**src/rtl/gnmc_pkg.sv**
```systemverilog
`timescale 1ns / 1ps
// ----------------------------------------------------------------------------
// gnmc_pkg - shared types and constants of the neighbor mark counter
// Register map, request codes and the job word that travels from the
// front end through the queue to the result sequencer.
// ----------------------------------------------------------------------------
package gnmc_pkg;

	localparam int DEF_MAX_COLS    = 1024;
	localparam int DEF_QUEUE_DEPTH = 4;

	localparam int WIDTH_W  = 11;
	localparam int HEIGHT_W = 16;
	localparam int COUNT_W  = 4;
	localparam int DATA_W   = 32;
	localparam int ADDR_W   = 3;
	localparam int WIN_W    = 9;

	typedef enum logic {
		REQ_CELL  = 1'b0,
		REQ_DRAIN = 1'b1
	} req_type_t;

	typedef enum logic {
		REG_GRID_WIDTH  = 1'b0,
		REG_GRID_HEIGHT = 1'b1
	} reg_index_t;

	// window bit rr*3+cc: rr 0 top .. 2 bottom, cc 0 oldest .. 2 newest column
	typedef struct packed {
		logic [WIN_W-1:0] win;
		logic             top_en;
		logic             bot_en;
		logic             emit_a;
		logic             left_a;
		logic             right_a;
		logic             end_a;
		logic             last_a;
		logic             emit_b;
		logic             left_b;
	} job_t;

endpackage

```
**src/rtl/gnmc_ifs.sv**
```systemverilog
`timescale 1ns / 1ps
// ----------------------------------------------------------------------------
// gnmc_ifs - stream channels of the neighbor mark counter
// Valid/ready channels for incoming cell words and outgoing result words.
// ----------------------------------------------------------------------------
interface gnmc_in_if;
	logic valid;
	logic ready;
	logic req_type;
	logic cell_marked;

	modport source (output valid, output req_type, output cell_marked, input ready);
	modport sink (input valid, input req_type, input cell_marked, output ready);
endinterface

interface gnmc_out_if;
	logic                         valid;
	logic                         ready;
	logic                         out_marked;
	logic [gnmc_pkg::COUNT_W-1:0] neighbor_count;
	logic                         row_end;
	logic                         frame_end;
	logic                         last_of_run;

	modport source (output valid, output out_marked, output neighbor_count,
		output row_end, output frame_end, output last_of_run, input ready);
	modport sink (input valid, input out_marked, input neighbor_count,
		input row_end, input frame_end, input last_of_run, output ready);
endinterface

```
**src/rtl/gnmc_front.sv**
```systemverilog
`timescale 1ns / 1ps
// ----------------------------------------------------------------------------
// gnmc_front - raster tracking, line buffers and 3x3 window
// Accepts cell and drain words, keeps the two previous rows in a 2-bit wide
// line buffer with a prefetched read, shifts the window and issues jobs.
// ----------------------------------------------------------------------------
module gnmc_front #(
	parameter int MAX_COLS = gnmc_pkg::DEF_MAX_COLS
) (
	input  logic                          clk,
	input  logic                          arst_n,
	gnmc_in_if.sink                       cells,
	input  logic [gnmc_pkg::WIDTH_W-1:0]  grid_width,
	input  logic [gnmc_pkg::HEIGHT_W-1:0] grid_height,
	input  logic                          restart,
	input  logic                          queue_full,
	output logic                          push,
	output gnmc_pkg::job_t                job
);

	localparam int COL_W = $clog2(MAX_COLS);
	localparam int CNT_W = $clog2(MAX_COLS + 1);
	localparam int HW    = gnmc_pkg::HEIGHT_W;

	typedef enum logic [2:0] {
		ST_RUN   = 3'b001,
		ST_PRIME = 3'b010,
		ST_DRAIN = 3'b100
	} state_t;

	state_t state_q, state_d;

	logic [COL_W-1:0]          col_q, col_d, drain_q, drain_d, raddr;
	logic [HW-1:0]             row_q, row_d, h_eff;
	logic [CNT_W-1:0]          w_eff, col_p1, drain_p1;
	logic [gnmc_pkg::WIN_W-1:0] win_q, win_d, win_sh;
	logic [1:0]                rd_q;        // {row two above, row above}
	logic [1:0]                mem_q [MAX_COLS];
	logic [1:0]                wdata;
	logic                      mem_we, acc, is_cell, is_drain;
	logic                      row_last, frame_last, drain_last;
	logic                      top_new, mid_new, bot_new;

	always_comb begin
		if (grid_width == '0) begin
			w_eff = CNT_W'(1);
		end else if (32'(grid_width) > 32'(MAX_COLS)) begin
			w_eff = CNT_W'(MAX_COLS);
		end else begin
			w_eff = CNT_W'(grid_width);
		end
	end

	assign h_eff = (grid_height == '0) ? HW'(1) : grid_height;

	assign cells.ready = (state_q != ST_PRIME) && !queue_full;
	assign acc         = cells.valid && cells.ready;
	assign is_cell     = acc && (cells.req_type == gnmc_pkg::REQ_CELL);
	assign is_drain    = acc && (cells.req_type == gnmc_pkg::REQ_DRAIN);

	assign col_p1     = CNT_W'(col_q) + CNT_W'(1);
	assign row_last   = col_p1 >= w_eff;
	assign frame_last = row_last && (row_q == h_eff - HW'(1));
	assign drain_p1   = CNT_W'(drain_q) + CNT_W'(1);
	assign drain_last = drain_p1 >= w_eff;

	always_comb begin
		if (state_q == ST_RUN) begin
			top_new = (row_q > HW'(1)) && rd_q[1];
			mid_new = (row_q != '0) && rd_q[0];
			bot_new = cells.cell_marked;
		end else begin
			top_new = rd_q[1];
			mid_new = rd_q[0];
			bot_new = 1'b0;
		end
	end

	assign win_sh = {bot_new, win_q[8:7], mid_new, win_q[5:4], top_new, win_q[2:1]};
	assign wdata  = {mid_new, cells.cell_marked};

	always_comb begin
		job.win = win_sh;
		if (state_q == ST_DRAIN) begin
			job.top_en  = h_eff > HW'(1);
			job.bot_en  = 1'b0;
			job.emit_a  = 1'b1;
			job.left_a  = drain_q != '0;
			job.right_a = !drain_last;
			job.end_a   = drain_last;
			job.last_a  = 1'b1;
			job.emit_b  = 1'b0;
			job.left_b  = 1'b0;
		end else begin
			job.top_en  = row_q > HW'(1);
			job.bot_en  = 1'b1;
			job.emit_a  = (row_q != '0) && (col_q != '0);
			job.left_a  = CNT_W'(col_q) >= CNT_W'(2);
			job.right_a = 1'b1;
			job.end_a   = 1'b0;
			job.last_a  = !row_last;
			job.emit_b  = (row_q != '0) && row_last;
			job.left_b  = w_eff != CNT_W'(1);
		end
	end

	always_comb begin
		state_d = state_q;
		col_d   = col_q;
		row_d   = row_q;
		drain_d = drain_q;
		win_d   = win_q;
		push    = 1'b0;
		mem_we  = 1'b0;
		if (restart) begin
			state_d = ST_RUN;
			col_d   = '0;
			row_d   = '0;
			drain_d = '0;
			win_d   = '0;
		end else begin
			unique case (state_q)
				ST_RUN: begin
					if (is_cell) begin
						win_d  = win_sh;
						mem_we = 1'b1;
						push   = job.emit_a || job.emit_b;
						if (row_last) begin
							col_d   = '0;
							drain_d = '0;
							if (frame_last) begin
								state_d = ST_PRIME;
							end else begin
								row_d = row_q + HW'(1);
							end
						end else begin
							col_d = col_q + COL_W'(1);
						end
					end
				end
				ST_PRIME: begin
					win_d   = win_sh;
					drain_d = '0;
					state_d = ST_DRAIN;
				end
				ST_DRAIN: begin
					if (is_drain) begin
						push = 1'b1;
						if (drain_last) begin
							state_d = ST_RUN;
							col_d   = '0;
							row_d   = '0;
							drain_d = '0;
							win_d   = '0;
						end else begin
							win_d   = win_sh;
							drain_d = drain_q + COL_W'(1);
						end
					end
				end
				default: begin
					state_d = ST_RUN;
				end
			endcase
		end
	end

	// read the column the next word will need
	assign raddr = (state_d == ST_DRAIN) ? drain_d + COL_W'(1) : col_d;

	always_ff @(posedge clk or negedge arst_n) begin
		if (!arst_n) begin
			state_q <= ST_RUN;
			col_q   <= '0;
			row_q   <= '0;
			drain_q <= '0;
			win_q   <= '0;
		end else begin
			state_q <= state_d;
			col_q   <= col_d;
			row_q   <= row_d;
			drain_q <= drain_d;
			win_q   <= win_d;
		end
	end

	always_ff @(posedge clk) begin
		if (mem_we) begin
			mem_q[col_q] <= wdata;
		end
	end

	always_ff @(posedge clk) begin
		if (mem_we && (col_q == raddr)) begin
			rd_q <= wdata;
		end else begin
			rd_q <= mem_q[raddr];
		end
	end

endmodule

```
**src/rtl/gnmc_queue.sv**
```systemverilog
`timescale 1ns / 1ps
// ----------------------------------------------------------------------------
// gnmc_queue - job queue between front end and result sequencer
// Small register FIFO so either side can stall on its own.
// ----------------------------------------------------------------------------
module gnmc_queue #(
	parameter int DEPTH = gnmc_pkg::DEF_QUEUE_DEPTH
) (
	input  logic           clk,
	input  logic           arst_n,
	input  logic           push,
	input  gnmc_pkg::job_t push_data,
	input  logic           pop,
	output logic           full,
	output logic           head_valid,
	output gnmc_pkg::job_t head
);

	localparam int PTR_W = $clog2(DEPTH);
	localparam int CNT_W = $clog2(DEPTH + 1);

	gnmc_pkg::job_t   data_q [DEPTH];
	logic [PTR_W-1:0] wr_q, rd_q;
	logic [CNT_W-1:0] cnt_q;
	logic             do_push, do_pop;

	assign full       = cnt_q == CNT_W'(DEPTH);
	assign head_valid = cnt_q != '0;
	assign head       = data_q[rd_q];
	assign do_push    = push && !full;
	assign do_pop     = pop && head_valid;

	always_ff @(posedge clk or negedge arst_n) begin
		if (!arst_n) begin
			wr_q  <= '0;
			rd_q  <= '0;
			cnt_q <= '0;
		end else begin
			if (do_push) begin
				wr_q <= (wr_q == PTR_W'(DEPTH - 1)) ? '0 : wr_q + PTR_W'(1);
			end
			if (do_pop) begin
				rd_q <= (rd_q == PTR_W'(DEPTH - 1)) ? '0 : rd_q + PTR_W'(1);
			end
			if (do_push && !do_pop) begin
				cnt_q <= cnt_q + CNT_W'(1);
			end else if (do_pop && !do_push) begin
				cnt_q <= cnt_q - CNT_W'(1);
			end
		end
	end

	always_ff @(posedge clk) begin
		if (do_push) begin
			data_q[wr_q] <= push_data;
		end
	end

endmodule

```
**src/rtl/gnmc_back.sv**
```systemverilog
`timescale 1ns / 1ps
// ----------------------------------------------------------------------------
// gnmc_back - neighbor count and result sequencer
// Counts marked neighbors for up to two cells per job and sends them out
// through a registered output word.
// ----------------------------------------------------------------------------
module gnmc_back (
	input  logic           clk,
	input  logic           arst_n,
	input  logic           head_valid,
	input  gnmc_pkg::job_t head,
	output logic           pop,
	gnmc_out_if.source     results
);

	localparam int CW = gnmc_pkg::COUNT_W;

	logic          valid_q, phase_q;
	logic          marked_q, row_end_q, frame_end_q, last_q;
	logic [CW-1:0] count_q;
	logic          sel_b, load;
	logic [7:0]    nb_a, nb_b;
	logic          marked;
	logic [CW-1:0] count;
	logic [8:0]    w;

	function automatic logic [CW-1:0] ones8(input logic [7:0] v);
		logic [CW-1:0] s;
		s = '0;
		for (int i = 0; i < 8; i++) begin
			s = s + CW'(v[i]);
		end
		return s;
	endfunction

	assign w     = head.win;
	assign sel_b = phase_q || !head.emit_a;
	assign load  = head_valid && (!valid_q || results.ready);
	assign pop   = load && (sel_b || !head.emit_b);

	// center in the middle column
	assign nb_a = {
		head.top_en & head.left_a & w[0], head.top_en & w[1],
		head.top_en & head.right_a & w[2],
		head.left_a & w[3], head.right_a & w[5],
		head.bot_en & head.left_a & w[6], head.bot_en & w[7],
		head.bot_en & head.right_a & w[8]
	};

	// center in the newest column, right edge of the row
	assign nb_b = {
		head.top_en & head.left_b & w[1], head.top_en & w[2],
		head.left_b & w[4],
		head.bot_en & head.left_b & w[7], head.bot_en & w[8],
		3'b000
	};

	always_comb begin
		marked = sel_b ? w[5] : w[4];
		count  = marked ? '0 : ones8(sel_b ? nb_b : nb_a);
	end

	always_ff @(posedge clk or negedge arst_n) begin
		if (!arst_n) begin
			valid_q <= 1'b0;
			phase_q <= 1'b0;
		end else begin
			if (load) begin
				valid_q <= 1'b1;
				phase_q <= !sel_b && head.emit_b;
			end else if (results.ready) begin
				valid_q <= 1'b0;
			end
		end
	end

	always_ff @(posedge clk) begin
		if (load) begin
			marked_q    <= marked;
			count_q     <= count;
			row_end_q   <= sel_b || head.end_a;
			frame_end_q <= !sel_b && head.end_a;
			last_q      <= sel_b || head.last_a;
		end
	end

	assign results.valid          = valid_q;
	assign results.out_marked     = marked_q;
	assign results.neighbor_count = count_q;
	assign results.row_end        = row_end_q;
	assign results.frame_end      = frame_end_q;
	assign results.last_of_run    = last_q;

endmodule

```
**src/rtl/grid_eight_neighbor_mark_count_top.sv**
```systemverilog
`timescale 1ns / 1ps
// ----------------------------------------------------------------------------
// grid_eight_neighbor_mark_count_top - eight-neighbor mark counter
// Streams a binary grid in raster order and reports per cell its mark and, if
// unmarked, the number of marked neighbors. APB registers set the grid size.
// ----------------------------------------------------------------------------
// Cells enter one per clock while the job queue has room. Results lag by one
// row: a cell of row r reports the cell above and to its left, and the last
// cell of a row also reports the last cell of the row above, so one job gives
// two results; the job queue between the line-buffer front end and the result
// sequencer absorbs that. After a frame's last cell the input pauses while the
// line buffer read for the drain is primed; then one drain word per clock, while
// the queue has room, sends out the last row, and the last drain word ends the
// frame. Results pass the job queue and the registered output word. Writing a
// register restarts the frame. The line buffer needs no clearing after reset.
// ----------------------------------------------------------------------------
module grid_eight_neighbor_mark_count_top #(
	parameter int MAX_COLS    = gnmc_pkg::DEF_MAX_COLS,
	parameter int QUEUE_DEPTH = gnmc_pkg::DEF_QUEUE_DEPTH
) (
	input  logic                          clk,
	input  logic                          arst_n,
	gnmc_in_if.sink                       cells,
	gnmc_out_if.source                    results,
	input  logic                          psel,
	input  logic                          penable,
	input  logic                          pwrite,
	input  logic [gnmc_pkg::ADDR_W-1:0]   paddr,
	input  logic [gnmc_pkg::DATA_W-1:0]   pwdata,
	output logic [gnmc_pkg::DATA_W-1:0]   prdata,
	output logic                          pready
);

	logic [gnmc_pkg::WIDTH_W-1:0]  width_q;
	logic [gnmc_pkg::HEIGHT_W-1:0] height_q;
	gnmc_pkg::reg_index_t          reg_idx;
	logic                          cfg_wr, push, full, head_valid, pop;
	gnmc_pkg::job_t                push_job, head_job;

	assign pready  = 1'b1;
	assign cfg_wr  = psel && penable && pwrite;
	assign reg_idx = gnmc_pkg::reg_index_t'(paddr[gnmc_pkg::ADDR_W-1]);

	always_ff @(posedge clk or negedge arst_n) begin
		if (!arst_n) begin
			width_q  <= gnmc_pkg::WIDTH_W'(1);
			height_q <= gnmc_pkg::HEIGHT_W'(1);
		end else if (cfg_wr) begin
			unique case (reg_idx)
				gnmc_pkg::REG_GRID_WIDTH:  width_q  <= pwdata[gnmc_pkg::WIDTH_W-1:0];
				gnmc_pkg::REG_GRID_HEIGHT: height_q <= pwdata[gnmc_pkg::HEIGHT_W-1:0];
				default: ;
			endcase
		end
	end

	always_comb begin
		unique case (reg_idx)
			gnmc_pkg::REG_GRID_WIDTH:  prdata = gnmc_pkg::DATA_W'(width_q);
			gnmc_pkg::REG_GRID_HEIGHT: prdata = gnmc_pkg::DATA_W'(height_q);
			default:                   prdata = '0;
		endcase
	end

	gnmc_front #(
		.MAX_COLS(MAX_COLS)
	) u_front (
		.clk        (clk),
		.arst_n     (arst_n),
		.cells      (cells),
		.grid_width (width_q),
		.grid_height(height_q),
		.restart    (cfg_wr),
		.queue_full (full),
		.push       (push),
		.job        (push_job)
	);

	gnmc_queue #(
		.DEPTH(QUEUE_DEPTH)
	) u_queue (
		.clk       (clk),
		.arst_n    (arst_n),
		.push      (push),
		.push_data (push_job),
		.pop       (pop),
		.full      (full),
		.head_valid(head_valid),
		.head      (head_job)
	);

	gnmc_back u_back (
		.clk       (clk),
		.arst_n    (arst_n),
		.head_valid(head_valid),
		.head      (head_job),
		.pop       (pop),
		.results   (results)
	);

endmodule
```
**src/flat_wrapper.sv**
```systemverilog
// flat-port wrapper written by rule: the top's interface ports become plain ports
module grid_eight_neighbor_mark_count_top_flat 
#(
	parameter int MAX_COLS    = gnmc_pkg::DEF_MAX_COLS,
	parameter int QUEUE_DEPTH = gnmc_pkg::DEF_QUEUE_DEPTH
)
  (clk, arst_n, psel, penable, pwrite, paddr, pwdata, prdata, pready, cells_valid, cells_req_type, cells_cell_marked, cells_ready, results_valid, results_out_marked, results_neighbor_count, results_row_end, results_frame_end, results_last_of_run, results_ready);
  gnmc_in_if cells_i ();
  gnmc_out_if results_i ();
  input  logic clk;
  input  logic arst_n;
  input  logic psel;
  input  logic penable;
  input  logic pwrite;
  input  logic [gnmc_pkg::ADDR_W-1:0] paddr;
  input  logic [gnmc_pkg::DATA_W-1:0] pwdata;
  output logic [gnmc_pkg::DATA_W-1:0] prdata;
  output logic pready;
  input wire logic [$bits(cells_i.valid)-1:0] cells_valid;
  input wire logic [$bits(cells_i.req_type)-1:0] cells_req_type;
  input wire logic [$bits(cells_i.cell_marked)-1:0] cells_cell_marked;
  output wire logic [$bits(cells_i.ready)-1:0] cells_ready;
  output wire logic [$bits(results_i.valid)-1:0] results_valid;
  output wire logic [$bits(results_i.out_marked)-1:0] results_out_marked;
  output wire logic [$bits(results_i.neighbor_count)-1:0] results_neighbor_count;
  output wire logic [$bits(results_i.row_end)-1:0] results_row_end;
  output wire logic [$bits(results_i.frame_end)-1:0] results_frame_end;
  output wire logic [$bits(results_i.last_of_run)-1:0] results_last_of_run;
  input wire logic [$bits(results_i.ready)-1:0] results_ready;
  assign cells_i.valid = cells_valid;
  assign cells_i.req_type = cells_req_type;
  assign cells_i.cell_marked = cells_cell_marked;
  assign cells_ready = cells_i.ready;
  assign results_valid = results_i.valid;
  assign results_out_marked = results_i.out_marked;
  assign results_neighbor_count = results_i.neighbor_count;
  assign results_row_end = results_i.row_end;
  assign results_frame_end = results_i.frame_end;
  assign results_last_of_run = results_i.last_of_run;
  assign results_i.ready = results_ready;
  grid_eight_neighbor_mark_count_top #(.MAX_COLS(MAX_COLS), .QUEUE_DEPTH(QUEUE_DEPTH)) u_core (.clk(clk), .arst_n(arst_n), .cells(cells_i), .results(results_i), .psel(psel), .penable(penable), .pwrite(pwrite), .paddr(paddr), .pwdata(pwdata), .prdata(prdata), .pready(pready));
endmodule
```
**config.mk**
```make
export PLATFORM = sky130hd
export DESIGN_NAME = grid_eight_neighbor_mark_count_top_flat
export DESIGN_NICKNAME = d
export VERILOG_FILES = /design/src/rtl/gnmc_pkg.sv /design/src/rtl/gnmc_ifs.sv /design/src/rtl/gnmc_front.sv /design/src/rtl/gnmc_queue.sv /design/src/rtl/gnmc_back.sv /design/src/rtl/grid_eight_neighbor_mark_count_top.sv /design/src/flat_wrapper.sv
export SDC_FILE = /design/constraint.sdc
export NUM_CORES = 2
export LEC_CHECK = 0
export ABC_AREA = 1
export BUFFER_PORTS_ARGS = -buffer_cell sky130_fd_sc_hd__clkbuf_2
export CORE_AREA = 2 2 556 392
export CTS_BUF_LIST = sky130_fd_sc_hd__clkbuf_2 sky130_fd_sc_hd__clkbuf_4 sky130_fd_sc_hd__clkbuf_8
export DETAILED_ROUTE_END_ITERATION = 8
export DIE_AREA = 0 0 558 394
export SLEW_MARGIN = 30
export SYNTH_ARGS = -nofsm -noshare
export SYNTH_HDL_FRONTEND = slang
export SYNTH_SLANG_ARGS = --single-unit
```
**constraint.sdc**
```tcl
create_clock -name clk -period 21.5 [get_ports clk]
set_input_delay 6.45 -clock clk [delete_from_list [all_inputs] [get_ports clk]]
set_output_delay 6.45 -clock clk [all_outputs]
set_load 0.1 [all_outputs]
```
==> reports/qor.csv <==
stage;metric;value;unit
setup_path;CP required;15.05;ns
route;antenna-violating nets left;0;
floorplanning;die area;219900;sq um
clocking;setup repair bufs after CTS;0;
yosys;synthesized cell area;96210;sq um
floorplanning;Row Count;143;
power_and_ir_drop;Power Total;13650;uW
setup_path;crit-path max FO;16;
sta;fin. max-slew vios;0;
finish;commonest non-fill, non-tap cell in the layout;nand2_1;
global_routing;vias in the first global route;65523;
clocking;CTS H-Tree Depth;5;
power_and_ir_drop;maximum vdd drop;213.3;uV
finish;Nets;9016;
yosys;ys async rst share;0.03650;
global_routing;Overflow after GRT;0;
route;vias;68056;
clocking;clk buf depth;4;
setup_path;Arr. time, crit path;7.75;ns
sta;setup violators final;0;
floorplanning;core box area;215200;sq um
route;Iteration-0 DRC Markers;8630;
global_routing;pin count of the biggest net entering global routing;216;
route;Wirelength per Cell;22.86;microns
yosys;sequential area share after synthesis;0.6874;
sta;Fmax;0.07042;GHz
sta;crit path time final;14.20;ns
sta;fin crit share;0.6605;
yosys;#FFs+latches synth;2219;
clocking;Clock Sinks;2219;
yosys;Post-synth EDFFs;2128;
yosys;dominant cells by area after synthesis;edfxtp_1 (66%), nand3_1 (11%), nand2_1 (9.3%);
clocking;clock slew at reported path FFs;0.06;ns
clocking;clk_lat worst skew;0.96;ns
global_routing;met1 Usage GRT;0.3492;
floorplanning;Die Y;394;microns
clocking;clk root buf;clkbuf_8;
setup_path;Setup crit end kind;output pin;
finish;footprint of the multi-input gates;27150;sq um
finish;most frequent cells in the layout;nand2_1 (2344), edfxtp_1 (2128), nand3_1 (2110);
power_and_ir_drop;pwr/cell area;129.5;nW/um^2
worst_hold_path;Hold WC Path Type;register to register;
route;WL final;276.1;mm
outcome;status;completed;
route;DR vias/cell;5.633;
yosys;cells after synthesis;9102;
placed_design;Post-DP HPWL;136.1;mm
yosys;Synth cell types;58;
yosys;Avg Synthesized Cell Area;10.57;sq um
yosys;ys flop type;edfxtp_1;
sta;setup TNS;0;ns
clocking;CTS tree;built;
floorplanning;die width;558;microns
yosys;Yosys top cell by area;edfxtp_1;
global_routing;first-pass GRT wire length;407.4;mm
setup_path;worst setup path category;input pin to output pin;
sta;final clock skew;0.05672;ns
sta;Fin. Hold Viols;0;
placed_design;gpl congestion;0.8561;
finish;sequential standard cell area;66150;sq um
route;Residual DRC;0;
global_routing;total track usage;0.2465;
floorplanning;# IOs;87;
sta;RSZ-0062 raised after global routing;false;
setup_path;CP startpoint kind;input pin;
clocking;cts repair resizes;0;
yosys;Yosys warning count;0;
clocking;Inserted Clock Buffers;335;
yosys;share of the synthesized area in the top cell type;0.6642;
finish;fill cell count;19539;
global_routing;GRT busiest layer;met2;
finish;fraction of layout cells with a size suffix above 1;0.08855;
power_and_ir_drop;leakage power;0.03649;uW
route;drt first pass iters;9;
finish;Layout area overhead;9.502;%
finish;post-route cell area;105400;sq um
sta;Relative slew margins;0.2357;
global_routing;initial antenna violation count;10;
sta;Slew @ Worst Pin;1.146;ns
clocking;cts hold-fix bufs;0;
placed_design;post-placement cell area;98870;sq um
global_routing;met3 Usage GRT;0.04504;
job;max cap viols;0;
global_routing;grt met2 use;0.3869;
placed_design;port bufs;51;
floorplanning;starting density of the core;0.4470;
## routing by layer
metal	vias to the layer above	share of wire
met1	33324	0.43
met5	-	0.000047
met2	3076	0.45
met4	2	0.028
li1	31125	-
met3	529	0.094
## Yosys cell counts (6+ instances only)
cell type  number
dfrtp_1        78
edfxtp_1     2128
o22ai_1        18
inv_1         154
buf_4          19
nand4_1        20
a31oi_1         6
o21ai_0        84
buf_2         147
nor3_1         27
buf_1          95
dfxtp_1        10
clkbuf_1      429
nand2_1      2380
ha_1           43
nor2_2         12
nor2_1       1153
o21ai_1        10
nand2_2        15
xor2_1         30
inv_2          17
nor4_1         15
nand3_1      2110
a21oi_1        33
## sequential cells by signal (all words and copies together), names as in the netlist, 2 cells and up, named ones only
| name | count |
|---|---|
| u_core.u_front.mem_q | 2048 |
| u_core.u_queue.data_q | 72 |
| u_core.height_q | 16 |
| u_core.u_front.row_q | 16 |
| u_core.width_q | 11 |
| u_core.u_front.col_q | 10 |
| u_core.u_front.drain_q | 10 |
| u_core.u_front.win_q | 6 |
| u_core.u_back.results.neighbor_count | 4 |
| u_core.u_front.state_q | 3 |
| u_core.u_queue.cnt_q | 3 |
| u_core.u_queue.rd_q | 2 |
| u_core.u_queue.wr_q | 2 |
## through the flow
| step | setup slack [ns] | utilization | hold slack, ns | std cells |
|---|---|---|---|---|
| 3_5_place_dp | 7.323 | 0.4594 | 0.4767 | 11486 |
| 4_1_cts | 7.318 | 0.4892 | 0.4912 | 12080 |
| 2_1_floorplan | 3.935 | - | 0.4530 | 9117 |
| 3_3_place_gp | 7.359 | 0.4581 | 0.4682 | 11485 |
| 6_report | 7.299 | 0.4895 | 0.4905 | 12082 |
| 5_1_grt | 7.161 | 0.4895 | 0.5128 | 12082 |
## worst max-delay path, cell delays in order
cell and delay, ns:
clkbuf_2 0.21, inv_1 0.37, nand2_1 0.10, o21ai_0 0.12, clkbuf_2 0.50
## final cells by class
type                            count  area share
Multi-Input combinational cell   6031      0.2577
Sequential cell                  2219      0.6279
Clock buffer                      470     0.05380
Tap cell                         2900     0.03444
Antenna cell                        1  0.00002375
Timing Repair Buffer              162     0.01243
Clock inverter                    124    0.007173
Inverter                          175    0.006508
## logic make-up after synthesis
family                     share of synthesized area
muxes                                      0.0005852
and+or+nand+nor                               0.2558
adders and majority gates                   0.006633
DFF                                           0.6874
other                                     0.00007806
xor gates and xnor gates                    0.003186
buffers and inverters                        0.03666
AOI/OAI and AO/OA                           0.009728
## path summary, 6_finish.rpt
path,start,cells after the start,to,slack (ns)
worst max-delay path,paddr[2],5,prdata[3],7.30
worst min-delay path,u_core.width_q[10]$_DFFE_PN0P_,2,u_core.width_q[10]$_DFFE_PN0P_,0.49
worst max register to register,register,20,u_core.u_front.mem_q[372][1]$_DFFE_PP_,11.83
worst min register to register,u_core.width_q[10]$_DFFE_PN0P_,2,u_core.width_q[10]$_DFFE_PN0P_,0.49
max in group asynchronous,arst_n,2,u_core.u_front.row_q[5]$_DFFE_PN0P_,14.91
min in group asynchronous,arst_n,1,u_core.u_back.results.valid$_DFFE_PN0P_,5.45
## power breakdown
| group | leakage, uW | switching [uW] | internal (uW) |
|---|---|---|---|
| registers | 0.0203 | 105 | 5730 |
| clock network | 0.00341 | 1660 | 1790 |
| logic | 0.0128 | 3360 | 1010 |
(Power assumes the default switching activity.)
